<file path="src/rtl/ldhs_pkg.sv">
// ----------------------------------------------------------------------------
// ldhs_pkg
// Shared widths, register indexes, command codes and reset values for the
// LOOK / C-LOOK disk head scheduler.
// ----------------------------------------------------------------------------
`default_nettype none

package ldhs_pkg;

  localparam int unsigned CylW          = 6;
  localparam int unsigned CntW          = 7;
  localparam int unsigned CylindersDef  = 64;

  // configuration port
  localparam int unsigned CfgIdxW  = 2;
  localparam int unsigned CfgDataW = 6;

  typedef logic [CylW-1:0]     cyl_t;
  typedef logic [CntW-1:0]     cnt_t;
  typedef logic [CfgIdxW-1:0]  cfg_idx_t;
  typedef logic [CfgDataW-1:0] cfg_data_t;

  localparam cfg_idx_t RegMode      = 2'd0;
  localparam cfg_idx_t RegHeadStart = 2'd1;
  localparam cfg_idx_t RegStartUp   = 2'd2;

  localparam logic CmdAdd  = 1'b0;
  localparam logic CmdTick = 1'b1;

  localparam logic ModeLook  = 1'b0;
  localparam logic ModeCLook = 1'b1;

  localparam logic ModeRst      = ModeCLook;
  localparam cyl_t HeadStartRst = 6'd10;
  localparam logic StartUpRst   = 1'b1;
  localparam cyl_t LowestRst    = 6'd63;
  localparam cyl_t HighestRst   = 6'd0;

endpackage

`default_nettype wire

</file>
<file path="src/rtl/look_disk_head_scheduler_core.sv">
// ----------------------------------------------------------------------------
// look_disk_head_scheduler_core
// Disk head scheduler with LOOK and C-LOOK sweep modes.
//
// Usage: an item (cmd_i, cylinder_i) is taken when start_i is high and busy_o
// is low. cmd_i = add marks a cylinder as pending; cmd_i = tick, while any
// cylinder is pending, serves the cylinder under the head if pending, applies
// the end-of-sweep rule and moves the head one cylinder (C-LOOK instead jumps
// to the other end at the end of a sweep). Every item gives exactly one
// result, shown for one cycle with done_o high; the receiver cannot stall, so
// results are simply strobed out.
// Flow: the item is latched and its pending bit is read from the pending
// memory (one read port, one write port) into rd_q; in StExec it is modified
// and written back and the result registers and done_o are set. A new item is
// taken only after that; busy_o is high while an item is in its write-back state.
// Reset: a clearing pass writes each of the min(CYLINDERS, 64) entries of the
// pending memory, one per cycle; busy_o stays high meanwhile.
// Configuration writes (cfg_we_i, cfg_idx_i, cfg_data_i) take effect at
// once: head_start reloads the head, start_up reloads the direction.
// ----------------------------------------------------------------------------
`default_nettype none

module look_disk_head_scheduler_core #(
  parameter int unsigned CYLINDERS = ldhs_pkg::CylindersDef
) (
  input  wire                       clk_i,
  input  wire                       rst_ni,
  input  wire                       cfg_we_i,
  input  wire ldhs_pkg::cfg_idx_t   cfg_idx_i,
  input  wire ldhs_pkg::cfg_data_t  cfg_data_i,
  input  wire                       start_i,
  output logic                      busy_o,
  input  wire                       cmd_i,
  input  wire ldhs_pkg::cyl_t       cylinder_i,
  output logic                      done_o,
  output ldhs_pkg::cyl_t            head_pos_o,
  output logic                      served_o,
  output ldhs_pkg::cyl_t            next_head_o,
  output logic                      moving_up_o,
  output ldhs_pkg::cnt_t            pending_left_o,
  output logic                      all_done_o
);
  import ldhs_pkg::*;

  localparam int unsigned Depth = (CYLINDERS > 64) ? 64 : CYLINDERS;
  localparam int unsigned AddrW = (Depth > 1) ? $clog2(Depth) : 1;
  localparam cyl_t        Top   = cyl_t'(Depth - 1);
  localparam logic [AddrW-1:0] LastAddr = AddrW'(Depth - 1);
  localparam cyl_t HeadRst = (HeadStartRst > Top) ? Top : HeadStartRst;

  typedef enum logic [1:0] {
    StClear,
    StIdle,
    StExec
  } state_e;

  state_e state_q;

  // pending memory, one bit per cylinder
  logic pend_mem [Depth];
  logic             mem_we;
  logic [AddrW-1:0] mem_waddr;
  logic             mem_wdata;
  logic [AddrW-1:0] mem_raddr;
  logic             rd_q;

  logic mode_q;
  cyl_t head_q, head_d;
  logic dir_q, dir_d;
  cyl_t lo_q, lo_d;
  cyl_t hi_q, hi_d;
  cnt_t total_q, total_d;

  logic             cmd_q;
  cyl_t             cyl_q;
  logic [AddrW-1:0] clr_q;

  logic accept;
  logic add_ok;
  logic srv;
  logic jumped;
  cyl_t head_clamped;

  assign accept = start_i && (state_q == StIdle);
  assign busy_o = (state_q != StIdle);
  assign mem_raddr = (cmd_i == CmdAdd) ? cylinder_i[AddrW-1:0] : head_q[AddrW-1:0];
  assign head_clamped = (cfg_data_i > Top) ? Top : cfg_data_i;

  always_ff @(posedge clk_i) begin
    if (mem_we) begin
      pend_mem[mem_waddr] <= mem_wdata;
    end
    rd_q <= pend_mem[mem_raddr];
  end

  // read-modify-write of one item, and the clearing write of the reset pass
  always_comb begin
    head_d    = head_q;
    dir_d     = dir_q;
    lo_d      = lo_q;
    hi_d      = hi_q;
    total_d   = total_q;
    srv       = 1'b0;
    jumped    = 1'b0;
    add_ok    = 1'b0;
    mem_we    = 1'b0;
    mem_waddr = clr_q;
    mem_wdata = 1'b0;

    if (state_q == StClear) begin
      mem_we = 1'b1;
    end else if (state_q == StExec) begin
      if (cmd_q == CmdAdd) begin
        add_ok = (cyl_q <= Top) && !rd_q;
        if (add_ok) begin
          mem_we    = 1'b1;
          mem_waddr = cyl_q[AddrW-1:0];
          mem_wdata = 1'b1;
          total_d   = total_q + cnt_t'(1);
          if (cyl_q < lo_q) lo_d = cyl_q;
          if (cyl_q > hi_q) hi_d = cyl_q;
        end
      end else if (total_q != '0) begin
        if (rd_q) begin
          mem_we    = 1'b1;
          mem_waddr = head_q[AddrW-1:0];
          srv       = 1'b1;
          total_d   = total_q - cnt_t'(1);
        end
        if (mode_q == ModeLook) begin
          if (dir_q && head_q >= hi_q) dir_d = 1'b0;
          else if (!dir_q && head_q <= lo_q) dir_d = 1'b1;
        end else begin
          if (dir_q && head_q >= hi_q) begin
            head_d = lo_q;
            jumped = 1'b1;
          end else if (!dir_q && head_q <= lo_q) begin
            head_d = hi_q;
            jumped = 1'b1;
          end
        end
        if (!jumped) begin
          if (dir_d) begin
            if (head_q < Top) head_d = head_q + cyl_t'(1);
          end else begin
            if (head_q != '0) head_d = head_q - cyl_t'(1);
          end
        end
        if (head_d > Top) head_d = Top;
        // batch finished: open a new one
        if (total_d == '0) begin
          lo_d = LowestRst;
          hi_d = HighestRst;
        end
      end
    end
  end

  always_ff @(posedge clk_i or negedge rst_ni) begin
    if (!rst_ni) begin
      state_q        <= StClear;
      clr_q          <= '0;
      mode_q         <= ModeRst;
      head_q         <= HeadRst;
      dir_q          <= StartUpRst;
      lo_q           <= LowestRst;
      hi_q           <= HighestRst;
      total_q        <= '0;
      cmd_q          <= CmdAdd;
      cyl_q          <= '0;
      done_o         <= 1'b0;
      head_pos_o     <= '0;
      served_o       <= 1'b0;
      next_head_o    <= '0;
      moving_up_o    <= 1'b0;
      pending_left_o <= '0;
      all_done_o     <= 1'b0;
    end else begin
      done_o <= 1'b0;
      unique case (state_q)
        StClear: begin
          clr_q <= clr_q + AddrW'(1);
          if (clr_q == LastAddr) state_q <= StIdle;
        end
        StIdle: begin
          if (accept) begin
            cmd_q   <= cmd_i;
            cyl_q   <= cylinder_i;
            state_q <= StExec;
          end
        end
        StExec: begin
          head_q         <= head_d;
          dir_q          <= dir_d;
          lo_q           <= lo_d;
          hi_q           <= hi_d;
          total_q        <= total_d;
          done_o         <= 1'b1;
          head_pos_o     <= head_q;
          served_o       <= srv;
          next_head_o    <= head_d;
          moving_up_o    <= dir_d;
          pending_left_o <= total_d;
          all_done_o     <= (total_d == '0);
          state_q        <= StIdle;
        end
        default: state_q <= StIdle;
      endcase

      // the user must issue writes only while no item is in flight; the block does not enforce it
      if (cfg_we_i) begin
        unique case (cfg_idx_i)
          RegMode:      mode_q <= cfg_data_i[0];
          RegHeadStart: head_q <= head_clamped;
          RegStartUp:   dir_q  <= cfg_data_i[0];
          default: ;
        endcase
      end
    end
  end

endmodule

`default_nettype wire
</file>
<file path="config.mk">
export PLATFORM = sky130hd
export DESIGN_NAME = look_disk_head_scheduler_core
export DESIGN_NICKNAME = d
export VERILOG_FILES = /design/src/rtl/ldhs_pkg.sv /design/src/rtl/look_disk_head_scheduler_core.sv
export SDC_FILE = /design/constraint.sdc
export NUM_CORES = 1
export LEC_CHECK = 0
export BUFFER_PORTS_ARGS = -buffer_cell sky130_fd_sc_hd__buf_2
export CORE_ASPECT_RATIO = 1.1
export CORE_MARGIN = 10
export CORE_UTILIZATION = 26
export DETAILED_ROUTE_END_ITERATION = 6
export MAX_ROUTING_LAYER = met4
export PLACE_DENSITY = 0.37
export SYNTH_ARGS = -nofsm -noshare
export SYNTH_HDL_FRONTEND = slang
export SYNTH_SLANG_ARGS = --single-unit
</file>
<file path="constraint.sdc">
create_clock -name clk_i -period 3.5 [get_ports clk_i]
set_input_delay 0 -clock clk_i [delete_from_list [all_inputs] [get_ports clk_i]]
set_output_delay 0 -clock clk_i [all_outputs]
set_load 0.01 [all_outputs]
</file>
==> impl_metrics.py, run 1 <==
metrics = {
    "worst_hold_path": {
        "hold_class": "input pin to flop",
    },
    "synth": {
        "synth-main-ff-cell": "edfxtp_1",
        "synthXorXnorAreaFrac_pct": 1.37,
        "synth.area.mux_share_pct": 8.98,
        "synthCells": 683,
        "avgSynthCellArea_um2": 10.3,
        "synth-compound-area-share_pct": 14.5,
        "async_flop_share_pct": 47.2,
        "ys_seq_area_share_pct": 48.3,
        "synth_top_family_by_area": "simple AND/OR/NAND/NOR gates",
        "ys_types": 76,
        "yosysWarnings": 0,
        "synthSimpleGateAreaFrac_pct": 18.3,
        "syn-cell-area_mm2": 0.00705,
        "syn_nets": 731,
        "synth_edf_count": 64,
        "synth_adder_area_share_pct": 5.15,
        "ys_ff_latch": 123,
    },
    "drt": {
        "vias_per_cell": 5.03,
        "wl_per_cell_um": 20.0,
        "top_layer": "met4",
        "route.antenna.remaining_nets": 0,
        "post-route-drc-count": 0,
        "first_iter_violations": 370,
        "wl_met1_um": 9530,
        "wl_met3_um": 716,
        "drt_wl_total_um": 22400,
        "met2_length_um": 11700,
        "dr.pass1.iters": 5,
        "vias": 5644,
    },
    "sta": {
        "period_share_pct": 93.1,
        "fin_setup_tns_ns": 0,
        "rsz0062_at_grt": "no",
        "finalCriticalPeriod_ns": 3.26,
        "finalHoldViolCount": 0,
        "slew-limit-headroom_pct": 30.4,
        "slew_violations": 0,
        "setup_viol": 0,
        "fmax_mhz": 307,
        "worst_slew_pin_slew_ns": 1.04,
        "finClkSkew_ns": 0.0137,
    },
    "setup_path": {
        "max_stage_delay_ns": 0.55,
        "cp_data_arrival_time_ns": 3.61,
        "startpoint_type": "flop",
        "cp.required_ns": 3.85,
        "crit_chain": "inv_1 > ha_1 > nand4_1 > o21bai_1 > a31oi_1 > o211a_1 > buf_4 > o21ai_0 > mux2_2 > dlygate4sd3_1",
        "crit_path_end_kind": "flop",
        "crit_slowest_cell": "dlygate4sd3_1",
        "cp_max_fo": 10,
        "path_class": "flop to flop",
    },
    "global_route": {
        "grt_max_degree": 65,
        "grt.total_usage_pct": 13.9,
        "antenna_found_initial": 0,
        "grt_overflow": 0,
        "grt_pass1_vias": 5792,
        "grt_pass1_wl_um": 34900,
    },
    "clocking": {
        "post-cts-setup-buffers": 0,
        "cts_buffers": 17,
        "cts_tree": "done",
        "cts_buffer_depth": 2,
        "cts_root_buf": "clkbuf_16",
        "clk_pin_slew_ns": 0.07,
        "clkSinkCount": 123,
        "h-tree-depth": 4,
        "clk_latency_ns": 0.42,
    },
    "run": {
        "cap_violations": 0,
    },
    "status": {
        "status": "completed",
    },
    "layout": {
        "drive_gt1_share_pct": 20.4,
        "num-fill-cells": 2766,
        "fin_nets": 801,
        "finalInstanceArea_mm2": 0.00855,
        "antenna_cells": 0,
        "fin_util_pct": 31.8,
        "syn_to_final_growth_pct": 21.3,
    },
    "die": {
        "die_area_mm2": 0.0341,
        "die_y_um": 193,
        "die_w_um": 177,
        "io_pins": 43,
        "rows": 63,
        "initial_core_util_pct": 26.2,
        "core_mm2": 0.0269,
    },
    "power_and_ir_drop": {
        "p_per_area_mw_per_mm2": 874,
        "p_leak_nw": 3.34,
        "ir_drop_mv": 0.335,
    },
    "placed_design": {
        "hpwl_um": 16100,
        "place.gp.congestion": 0.873,
        "portBuffers": 42,
        "placed_area_mm2": 0.00775,
    },
}
-- through the flow --
stage / hold slack, ns / power, mW / setup slack [ns] / std cells
6_report: 0.195 / 7.48 / 0.241 / 1123
5_1_grt: 0.248 / 8.05 / 0.0405 / 1123
4_1_cts: 0.194 / 7.56 / 0.136 / 1123
3_5_place_dp: 0.216 / 5.68 / 0.174 / 1073
3_3_place_gp: 0.220 / 5.63 / 0.182 / 1073
2_1_floorplan: -0.296 / 4.45 / 0.633 / 683
-- what timing repair did --
action	in CTS	in global routing
hold endpoints to repair	48	0
setup endpoints to repair	0	30
hold buffers	18	0
resized for setup	0	4
-- cell type report --
class | count | area (um2) | area share, %
multi-input cells | 501 | 3430 | 40.1
flip-flops and latches | 123 | 3410 | 39.8
repair buffers | 86 | 586 | 6.85
well taps | 357 | 447 | 5.22
clock buffers | 17 | 425 | 4.98
clock inverters | 15 | 170 | 1.99
inverters | 24 | 90.1 | 1.05
-- sequential cells by signal (all words and copies together), names as in the netlist, 2 cells and up --
| signal | flops |
|---|---|
| clr_q | 6 |
| lo_q | 6 |
| pend_mem | 64 |
| state_q | 2 |
| head_q | 6 |
| next_head_o | 6 |
| cyl_q | 6 |
| hi_q | 6 |
| total_q | 7 |
| head_pos_o | 6 |
-- cell families (layout without fill, tap and decap cells) --
logic type                 after synthesis  in the layout
and+or+nand+nor                        285            285
AOI/OAI and AO/OA                      135            135
DFF                                    123            123
buffers and inverters                   59            142
muxes                                   41             41
adders and majority gates               29             29
xor gates and xnor gates                11             11
-- power by group --
| group | switching (mW) | total [mW] | internal [mW] | leakage, nW |
|---|---|---|---|---|
| sequential | 0.388 | 2.28 | 1.90 | 1.27 |
| combinational | 2.10 | 3.37 | 1.28 | 1.78 |
| clock | 0.801 | 1.82 | 1.02 | 0.288 |
| total | 3.28 | 7.48 | 4.19 | 3.34 |
-- final timing paths --
kind / cells past startpoint / to / startpoint / slack (ns)
worst max-delay path: 10 / dir_q / lo_q[5] / 0.24
worst min-delay path: 3 / head_q[3] / cfg_we_i / 0.19
worst max register to register: 10 / dir_q / lo_q[5] / 0.24
worst min register to register: 2 / next_head_o[1] / next_head_o[1] / 0.47
max in group asynchronous: 3 / next_head_o[2] / rst_ni / 2.33
min in group asynchronous: 2 / next_head_o[1] / rst_ni / 0.30
-- Yosys cell counts, types with 6 or more instances --
library cell   n  area share [%]
a211oi_1       8            0.85
a21o_1         6            0.64
a21oi_1       19             1.3
a311oi_1       6            0.75
a31oi_1       10            0.89
clkbuf_1      27             1.4
dfrtp_1       48              17
dfstp_2       10             3.7
edfxtp_1      64              27
ha_1          29             5.1
inv_1         23             1.2
mux2i_1       18             2.6
mux4_2        17             5.4
nand2_1       95             5.1
nand2b_1      10            0.89
nand3_1       18             1.3
nor2_1        99             5.3
nor2b_1        8            0.71
nor3_1        15             1.1
nor4_1         6            0.53
o21ai_0       19             1.3
o221ai_1       8            0.99
o22ai_1        7            0.62
xnor2_1        6            0.75
-- layer usage --
metal,GRT usage (%),up-vias
met5,-,-
met2,24.3,109
li1,-,2664
met1,15.6,2846
met4,5.01,0
met3,2.62,25
-- placed cells by master (no fill, tap or decap), types with 10 or more instances in the layout --
cell type and count:
edfxtp_1 64, dfrtp_1 48, mux4_2 17, buf_4 26, nor2_1 99, mux2i_1 18
ha_1 29, nand2_1 94, o21ai_0 19, a31oi_1 10, nand2b_1 10, nand3_1 17
nor3_1 15, a21oi_1 19, dlygate4sd3_1 18, buf_2 42, clkbuf_16 17, inv_1 23
dfstp_2 10
-- critical path, delay by kind of cell, from the launching register on --
| family | cells | cell delay, ns |
|---|---|---|
| simple gates | 1 | 0.15 |
| flops | 1 | 0.54 |
| compound gates | 4 | 1.02 |
| mux | 1 | 0.27 |
| buf+inv | 3 | 0.83 |
| fa+ha+maj | 1 | 0.35 |
Note: power is estimated with default switching activity, not from simulation.
==> run 2, diff against run 1 <==
Settings changed: CTS_BUF_LIST set to sky130_fd_sc_hd__clkbuf_4.
==> run 2 against run 1 <==
Against the previous run:
- count of clock-buffer cells in the layout unchanged
- total power down 9.7%
- largest power group unchanged
- critical path depth down 1
- final cell count up 0.18%
==> impl_metrics.py, run 2 (same netlist as run 1, synthesis figures left out) <==
metrics = {
    "status": {
        "status": "completed",
    },
    "power_and_ir_drop": {
        "p_per_area_mw_per_mm2": 817,
        "p_leak_nw": 3.21,
        "ir_drop_mv": 0.217,
    },
    "layout": {
        "num-fill-cells": 2793,
        "finalInstanceArea_mm2": 0.00827,
        "regMostFlops": "pend_mem",
        "top_regs": "pend_mem x64, total_q x7",
        "fin_util_pct": 30.7,
        "largest_reg_flops": 64,
        "fin_nets": 802,
        "drive_gt1_share_pct": 20.3,
        "syn_to_final_growth_pct": 17.3,
        "final_cell_mix": "nor2_1, nand2_1, edfxtp_1, dfrtp_1, buf_2",
        "mostFrequentLayoutCell": "nor2_1",
    },
    "clocking": {
        "cts_root_buf": "clkbuf_4",
        "clk_latency_ns": 0.56,
        "cts_buffer_depth": 2,
        "cts_buffers": 17,
        "cts_tree": "done",
        "clk_pin_slew_ns": 0.15,
        "post-cts-setup-buffers": 0,
        "h-tree-depth": 4,
        "clkSinkCount": 123,
    },
    "die": {
        "core_mm2": 0.0269,
        "die_area_mm2": 0.0341,
        "rows": 63,
        "io_pins": 43,
        "initial_core_util_pct": 26.2,
        "die_y_um": 193,
        "die_w_um": 177,
    },
    "drt": {
        "vias": 5646,
        "vias_per_cell": 5.02,
        "drt_wl_total_um": 22400,
        "first_iter_violations": 337,
        "route.antenna.remaining_nets": 0,
        "wl_per_cell_um": 19.9,
        "post-route-drc-count": 0,
        "dr.pass1.iters": 6,
    },
    "sta": {
        "finalCriticalPeriod_ns": 3.26,
        "worst_slew_pin_slew_ns": 1.03,
        "slew_violations": 0,
        "rsz0062_at_grt": "no",
        "finalHoldViolCount": 0,
        "setup_viol": 0,
        "fmax_mhz": 307,
        "finClkSkew_ns": 0.0283,
        "holdWs_ns": 0.0613,
        "period_share_pct": 93.1,
        "fin_setup_tns_ns": 0,
        "setup_ws_ns": 0.242,
        "slew-limit-headroom_pct": 31.1,
    },
    "setup_path": {
        "path_class": "flop to flop",
        "crit_path_end_kind": "flop",
        "startpoint_type": "flop",
        "cp_max_fo": 10,
        "cp_data_arrival_time_ns": 3.53,
        "cp.required_ns": 3.77,
    },
    "global_route": {
        "grt_pass1_vias": 5814,
        "grt_pass1_wl_um": 34800,
        "grt.total_usage_pct": 13.9,
        "grt_max_degree": 65,
        "antenna_found_initial": 1,
        "grt_overflow": 0,
    },
    "placed_design": {
        "placed_area_mm2": 0.00775,
        "portBuffers": 42,
        "hpwl_um": 16100,
        "place_ws_ns": 0.174,
        "place.gp.congestion": 0.873,
    },
    "run": {
        "cap_violations": 0,
    },
    "worst_hold_path": {
        "hold_class": "input pin to flop",
    },
}
[run 2: cell count changes in the layout (fill, tap and decap cells not counted), sizes merged]
cell / change
dlygate4sd3: +1
diode: +1
[run 2: final timing paths]
path / startpoint / cells past startpoint / slack [ns] / end
setup / recovery: total_q[0] / 9 / 0.24 / pend_mem[39]
hold / removal: cfg_idx_i[1] / 3 / 0.06 / head_q[3]
setup reg to reg: total_q[0] / 9 / 0.24 / pend_mem[39]
hold reg to reg: next_head_o[1] / 2 / 0.49 / next_head_o[1]
max in group asynchronous: rst_ni / 3 / 2.48 / head_q[2]
min in group asynchronous: rst_ni / 2 / 0.14 / moving_up_o
[run 2: cell type report]
type	instances	area, um2	area share, %
Clock buffer	17	128	1.54
Multi-Input combinational cell	501	3430	41.5
Tap cell	357	447	5.40
Sequential cell	123	3410	41.2
Antenna cell	1	2.50	0.0303
Inverter	24	90.1	1.09
Clock inverter	15	170	2.06
Timing Repair Buffer	87	596	7.21
[run 2: timing repair]
item,CTS,global route
hold buffers,19,0
endpoints found under the hold margin,48,0
gates resized for setup,0,4
endpoints found under the setup margin,0,30
[run 2: worst max-delay path: stages (launching register included)]
cell and delay, ns:
dfrtp_1 0.40, inv_1 0.09, ha_1 0.22, or4b_4 0.54, o311ai_4 0.27, buf_4 0.25
o221ai_1 0.17, nor2_1 0.38, nand3_1 0.41, nor2_1 0.23
[run 2: routing by layer]
| metal | share of wire (%) | vias up | global-route usage, % |
|---|---|---|---|
| met5 | 0 | - | - |
| met4 | 2.5 | 0 | 5.27 |
| met3 | 4.0 | 31 | 2.78 |
| met2 | 52 | 132 | 24.2 |
| met1 | 42 | 2818 | 15.4 |
| li1 | - | 2665 | - |
[run 2: per-stage QoR]
step / instances / power [mW]
final: 1125 / 6.75
after global routing: 1125 / 7.33
after CTS: 1124 / 6.84
after detailed placement: 1073 / 5.68
after global placement: 1073 / 5.63
after floorplan: 683 / 4.45
[run 2: power by group]
part | internal, mW | total [mW] | switching (mW)
Sequential | 1.89 | 2.28 | 0.386
Combinational | 1.28 | 3.38 | 2.10
Clock | 0.393 | 1.09 | 0.700
Total | 3.56 | 6.75 | 3.19
